`config.mk`:
```
export PLATFORM = sky130hd
export DESIGN_NAME = rbud_div
export DESIGN_NICKNAME = d
export VERILOG_FILES = /design/src/hw/rtl/rbud_pkg.sv /design/src/hw/rtl/rbud_div.sv
export SDC_FILE = /design/constraint.sdc
export NUM_CORES = 2
export LEC_CHECK = 0
export BUFFER_PORTS_ARGS = -buffer_cell sky130_fd_sc_hd__clkbuf_2
export CAP_MARGIN = 20
export CORE_UTILIZATION = 55
export DETAILED_ROUTE_END_ITERATION = 7
export PLACE_DENSITY = 0.72
export SYNTH_ARGS = -nofsm -noshare
export SYNTH_HDL_FRONTEND = slang
export SYNTH_SLANG_ARGS = --single-unit
```
`constraint.sdc`:
```
create_clock -name clk -period 7.65 [get_ports clk]
set_input_delay 0.765 -clock clk [delete_from_list [all_inputs] [get_ports clk]]
set_output_delay 0.765 -clock clk [all_outputs]
set_load 0.05 [all_outputs]
```
`src/hw/rtl/rbud_pkg.sv`:
```
// Shared types and constants for the RAW unpack / downscale block.
package rbud_pkg;

	localparam int QW = 14;	// dimension and quotient width
	localparam int NW = 28;	// divider numerator width
	localparam int DW = 15;	// divider denominator width
	localparam int PW = 30;	// packed byte offset width

	localparam logic CMD_WRITE  = 1'b0;
	localparam logic CMD_DECODE = 1'b1;

	localparam logic [1:0] FMT_RAW16 = 2'd0;
	localparam logic [1:0] FMT_RAW10 = 2'd1;
	localparam logic [1:0] FMT_RAW12 = 2'd2;

	localparam logic [1:0] ST_OK      = 2'd0;
	localparam logic [1:0] ST_BAD_CFG = 2'd1;
	localparam logic [1:0] ST_OFFSET  = 2'd2;
	localparam logic [1:0] ST_RANGE   = 2'd3;

	localparam logic [2:0] REG_PIXEL_FORMAT  = 3'd0;
	localparam logic [2:0] REG_SOURCE_WIDTH  = 3'd1;
	localparam logic [2:0] REG_SOURCE_HEIGHT = 3'd2;
	localparam logic [2:0] REG_ROW_STRIDE    = 3'd3;
	localparam logic [2:0] REG_PIXEL_STRIDE  = 3'd4;
	localparam logic [2:0] REG_OUTPUT_WIDTH  = 3'd5;
	localparam logic [2:0] REG_OUTPUT_HEIGHT = 3'd6;
	localparam logic [2:0] REG_BUF_USED      = 3'd7;

	typedef struct packed {
		logic [1:0]  pixel_format;
		logic [13:0] source_width;
		logic [13:0] source_height;
		logic [15:0] row_stride;
		logic [3:0]  pixel_stride;
		logic [13:0] output_width;
		logic [13:0] output_height;
		logic [20:0] buffer_bytes_used;
	} cfg_t;

	typedef struct packed {
		logic        cmd;
		logic [19:0] byte_address;
		logic [7:0]  byte_value;
		logic [12:0] out_x;
		logic [12:0] out_y;
		logic        range_bad;
	} item_t;

endpackage

```
`src/hw/rtl/rbud_div.sv`:
```
// Pipelined restoring divider, one quotient bit per stage, x and y lanes.
module rbud_div import rbud_pkg::*; (
	input  logic          clk,
	input  logic [QW-1:0] ld,
	input  item_t         it_i,
	input  logic [NW-1:0] nx_i,
	input  logic [NW-1:0] ny_i,
	input  logic [DW-1:0] dx,
	input  logic [DW-1:0] dy,
	output item_t         it_o,
	output logic [QW-1:0] qx_o,
	output logic [QW-1:0] qy_o
);

	localparam int XW = NW + 1;

	item_t         it_s [QW];
	logic [NW-1:0] rx_s [QW];
	logic [NW-1:0] ry_s [QW];
	logic [QW-1:0] qx_s [QW];
	logic [QW-1:0] qy_s [QW];

	for (genvar i = 0; i < QW; i++) begin : g_st
		localparam int B = QW - 1 - i;
		item_t         it_in;
		logic [NW-1:0] rx_in, ry_in;
		logic [QW-1:0] qx_in, qy_in;
		logic [XW-1:0] dxs, dys;

		if (i == 0) begin : g_first
			assign it_in = it_i;
			assign rx_in = nx_i;
			assign ry_in = ny_i;
			assign qx_in = '0;
			assign qy_in = '0;
		end else begin : g_next
			assign it_in = it_s[i-1];
			assign rx_in = rx_s[i-1];
			assign ry_in = ry_s[i-1];
			assign qx_in = qx_s[i-1];
			assign qy_in = qy_s[i-1];
		end

		assign dxs = XW'(dx) << B;
		assign dys = XW'(dy) << B;

		always_ff @(posedge clk) begin
			if (ld[i]) begin
				it_s[i] <= it_in;
				if (XW'(rx_in) >= dxs) begin
					rx_s[i] <= NW'(XW'(rx_in) - dxs);
					qx_s[i] <= qx_in | (QW'(1) << B);
				end else begin
					rx_s[i] <= rx_in;
					qx_s[i] <= qx_in;
				end
				if (XW'(ry_in) >= dys) begin
					ry_s[i] <= NW'(XW'(ry_in) - dys);
					qy_s[i] <= qy_in | (QW'(1) << B);
				end else begin
					ry_s[i] <= ry_in;
					qy_s[i] <= qy_in;
				end
			end
		end
	end

	assign it_o = it_s[QW-1];
	assign qx_o = qx_s[QW-1];
	assign qy_o = qy_s[QW-1];

endmodule

```
Word level (Yosys, flattened, before mapping). Memory sizes are Yosys's and may differ from the RTL's. Index checks and enable logic that the tools add are counted.

Register bits after elaboration: 0. Memory bits (writable): 1960. Input bits: 157. Output and inout port bits: 84. Logic and storage cells: 369. Memories kept: 5.

Memory list: it_s (depth 14, width 56, read ports 14, clocked after memory_dff 0, wr ports 14, line rbud_div.sv:17) `item_t it_s [QW];`; rx_s (depth 14, width 28, read ports 13, clocked after memory_dff 0, wr ports 14, line rbud_div.sv:18) `logic [NW-1:0] rx_s [QW];`; ry_s (depth 14, width 28, read ports 13, clocked after memory_dff 0, wr ports 14, line rbud_div.sv:19) `logic [NW-1:0] ry_s [QW];`; qx_s (depth 14, width 14, read ports 14, clocked after memory_dff 0, wr ports 14, line rbud_div.sv:20) `logic [QW-1:0] qx_s [QW];`; qy_s (depth 14, width 14, read ports 14, clocked after memory_dff 0, wr ports 14, line rbud_div.sv:21) `logic [QW-1:0] qy_s [QW];`.

$add $sub $neg: 28. Order comparisons: 28. Multiplexer cells: 252. Bitwise operators: 56.

Operators by type and width (count): 28-bit two-way mux (28); 14-bit two-way mux (28); 1-bit two-way mux (196); 28-bit by 15-bit greater-or-equal comparator with 1-bit output (2); 28-bit by 16-bit greater-or-equal comparator with 1-bit output (2); 28-bit by 17-bit greater-or-equal comparator with 1-bit output (2); 28-bit by 18-bit greater-or-equal comparator with 1-bit output (2); 28-bit by 19-bit greater-or-equal comparator with 1-bit output (2); 28-bit by 20-bit greater-or-equal comparator with 1-bit output (2); 28-bit by 21-bit greater-or-equal comparator with 1-bit output (2); 28-bit by 22-bit greater-or-equal comparator with 1-bit output (2); 28-bit by 23-bit greater-or-equal comparator with 1-bit output (2); 28-bit by 24-bit greater-or-equal comparator with 1-bit output (2); 28-bit by 25-bit greater-or-equal comparator with 1-bit output (2); 28-bit by 26-bit greater-or-equal comparator with 1-bit output (2); 28-bit by 27-bit greater-or-equal comparator with 1-bit output (2); 28-bit greater-or-equal comparator (2); 1-bit bitwise OR (56); 28-bit by 15-bit subtractor with 28-bit output (2); 28-bit by 16-bit subtractor with 28-bit output (2); 28-bit by 17-bit subtractor with 28-bit output (2); 28-bit by 18-bit subtractor with 28-bit output (2); 28-bit by 19-bit subtractor with 28-bit output (2); 28-bit by 20-bit subtractor with 28-bit output (2); other kinds (8) (16).

Depth between registers and ports, before layout. An unclocked memory read counts as a cell.

Depth in word-level cells: 6. Mapped depth: 14. Depth with buffers taken out: 13.

Least setup slack after synthesis. Ideal clock, no wire load.

Kind: input -> register. From: input port dx[1]. To: memory rx_s[7][27] (netlist: rx_s[0][223]) (data pin). Library setup time: 0.260 ns. Data arrival time: 3.454 ns. Data required time: 7.390 ns. Setup slack: 3.936 ns. Stages on the path: 12. Buffers on the path: 1. Cell sequence: inv_1 -> fa_1 -> a21o_1 -> a21oi_2 -> o21a_1 -> o31ai_2 -> a31oi_1 -> a311oi_2 -> nor4_4 -> buf_6 -> nor2_1 -> mux2_2.

RTL lines: start: declaration (line rbud_div.sv:8) `input logic [DW-1:0] dx,`; end: declaration (line rbud_div.sv:18).

==> metrics.md <==
| Metric | Value |
|---|---|
| Final cell count without fillers | `8,116` |
| Register area share after synthesis | `0.659` |
| YS warnings | `0` |
| Clk_lat worst skew | `810 ps` |
| CP Launch Type | `primary input` |
| Post-CTS Repair Setup Buffers | `0` |
| Placeable Area | `0.142 mm2` |
| H-tree levels | `4` |
| Crit path time final | `4400 ps` |
| TritonCTS Sinks | `1,722` |
| Post_cts resized | `0` |
| FFs w/ async S/R, synth | `0` |
| Synthesis-stage register bit count | `1,722` |
| Post-synthesis simple-gate area fraction | `0.0938` |
| Peak supply drop | `0.175 mV` |
| Hold buffers post-CTS | `0` |
| Dpl ws | `2400 ps` |
| Complex-gate fraction of the synthesized area | `0.0993` |
| CP max FO | `23` |
| Cell count after synthesis | `5,715` |
| Commonest non-fill, non-tap cell in the layout | `edfxtp_1` |
| Die Span Y | `380 um` |
| DR vias/cell | `5.61` |
| Ys flop type | `edfxtp_1` |
| Tcrit/Tclk final | `0.576` |
| IO Pins | `241` |
| PD cells | `339 mW/mm2` |
| Initial core utilization | `0.554` |
| Worst Path Arrival | `4950 ps` |
| DP Wirelength | `110 mm` |
| Root buffer cell | `clkbuf_16` |
| Placed Cells | `7,790` |
| RSZ-0062 raised after global routing | `no` |
| Clock-pin slew on the worst setup and hold paths | `60 ps` |
| Fmax | `227 MHz` |
| Routed WL | `151 mm` |
| Post-synth EDFFs | `1,722` |
| Total Power | `29.8 mW` |
| Setup TNS | `0 ps` |
| Post-synth net total | `6,318` |
| # rows | `138` |
| GRT Residual Overflow | `0` |
| Nets | `6,685` |
| Status | `finished, final reports clean` |
| Post-Synth XOR/XNOR Area | `0.0486` |
| WP data required | `8200 ps` |
| Setup CP Type | `in2reg` |
| Final Util | `0.622` |
| Final worst slack | `3250 ps` |
| Die W | `380 um` |
| Post-Synth Adder-Cell Area | `0.0736` |
| Worst setup EP type | `flop` |
| Fill count | `10,530` |
| Area Overhead vs Synth | `12.2%` |
| DR WL/cell | `18.6 um` |
| Initial antenna violation count | `5` |
| IO Port Bufs | `240` |
| Global-route wire length before repair | `238 mm` |
| Longest Clk Path Bufs | `3` |
| Die area | `0.144 mm2` |
| Post-synthesis mux area share | `0.0104` |
| Routability Congestion | `0.902` |
| Vias in the first global route | `44,867` |
| Mapped Area | `0.0785 mm2` |
| Slew headroom | `0.272` |
| Num CTS Buffers | `175` |
| Maximum number of pins on one net before global-route repair | `75` |
| Slew Viols, Final | `0` |
| Area of the multi-input gates | `0.0256 mm2` |
| Setup Skew | `32.8 ps` |
| Finished Cell Area | `0.0880 mm2` |
| Worst min path class | `in2reg` |
| Layout cell share with drive strength beyond 1 | `0.114` |
| Worst Tran Pin Value | `1090 ps` |
| Largest family of logic cells by synthesized area | `compound AO/OA/AOI/OAI gates` |
| Antenna Nets Post-Route | `0` |
| Hold Slack | `125 ps` |
| First DRT Iteration DRCs | `3,214` |
| Total GRT Usage | `0.209` |
| Fin. Hold Viols | `0` |
| # setup viols final | `0` |
| Commonest cells after routing, fill and taps aside | `1,722 x edfxtp_1, 425 x a21oi_1, 420 x ha_1` |
| Number of detailed-routing iterations run before antenna repair | `8` |
| CTS tree | `yes` |
| DR vias | `45,523` |
| Max cap viols | `0` |
| DRC Markers | `0` |
| Cell leakage power | `32.3 nW` |
| Mapped Avg Cell Area | `13.7 um2` |
| Placed Area | `0.0821 mm2` |
| Library cells used by synthesis | `100` |
| Reg area | `0.0517 mm2` |
==> synthesized netlist by cell type (21+ instances only) <==
cell type  count  share of area
nand4_1       53         0.0042
mux2_2        61         0.0088
o21bai_1      31         0.0030
or3_1         30         0.0024
a21oi_1      426          0.027
o21a_1        62         0.0059
or4_1         21         0.0020
nand2b_1      77         0.0061
clkbuf_1      81         0.0039
xor2_1       199          0.022
ha_1         420          0.067
nor4_1        61         0.0049
a21o_1       142          0.014
nor4b_1       26         0.0029
nor3_1       122         0.0078
xnor2_1      236          0.026
nand3_1      104         0.0066
o21ai_0      318          0.020
nor2b_1       67         0.0053
a211oi_1      34         0.0033
fa_1          26         0.0066
o31ai_1       25         0.0024
inv_1        186         0.0089
and3_1        22         0.0018
edfxtp_1    1722           0.66
nor2_1       410          0.020
a31oi_1       36         0.0029
nand2_1      380          0.018
==> critical path, cell delays in order <==
cell and delay [ps]:
clkbuf_2 390, inv_1 350, buf_4 320, ha_1 340, nor2b_1 130, o21ai_0 180, a21boi_0 140, o31ai_1 520
a211oi_1 190, nor2_1 700, inv_1 570, nand3_1 240, xnor2_1 80
==> metal layers <==
layer / wire (um) / global-route usage / part of all wire
met3: 7120 / 0.0326 / 0.047
met5: 25 / 0 / 0.00017
met2: 68400 / 0.330 / 0.45
met1: 70700 / 0.294 / 0.47
met4: 4930 / 0.0779 / 0.033
==> cell families after synthesis <==
group                    count (synthesis)
AO/OA/AOI/OAI                         1251
XOR/XNOR                               435
adder cells (fa/ha/maj)                446
buffers and inverters                  302
flip-flops                            1722
multiplexers                            73
AND/OR/NAND/NOR                       1486
==> flip-flops by register name, summed over array words and instances (netlist names) <==
register  count
it_s        784
rx_s        364
ry_s        364
qx_s        105
qy_s        105
==> path summary, 6_finish.rpt <==
path                                              from                endpoint  slack (ps)  cells past startpoint
worst max-delay path                             dy[1]  ry_s[1][134]$_DFFE_PP_        3250                     13
worst min-delay path                          it_i[45]   it_s[0][45]$_DFFE_PP_         130                      1
worst max register to register   ry_s[1][86]$_DFFE_PP_  ry_s[1][134]$_DFFE_PP_        3880                     10
worst min register to register  it_s[0][315]$_DFFE_PP_  it_s[0][371]$_DFFE_PP_         400                      0
==> power breakdown <==
group | switching [mW] | leakage (nW) | total, mW | internal, mW
logic | 4.40 | 12.8 | 7.87 | 3.48
clock network | 3.60 | 2.83 | 8.53 | 4.94
registers | 0.903 | 16.6 | 13.4 | 12.5
total | 8.89 | 32.3 | 29.8 | 20.9
==> area by class of cell <==
type	instances	share of cell area
Sequential cell	1722	0.587
Multi-Input combinational cell	3691	0.291
Clock buffer	197	0.0507
Tap cell	1890	0.0269
Timing Repair Buffer	305	0.0203
Clock inverter	123	0.0162
Inverter	187	0.00797
Antenna cell	1	0.0000284
No activity file was read; power rests on OpenSTA's default activity.
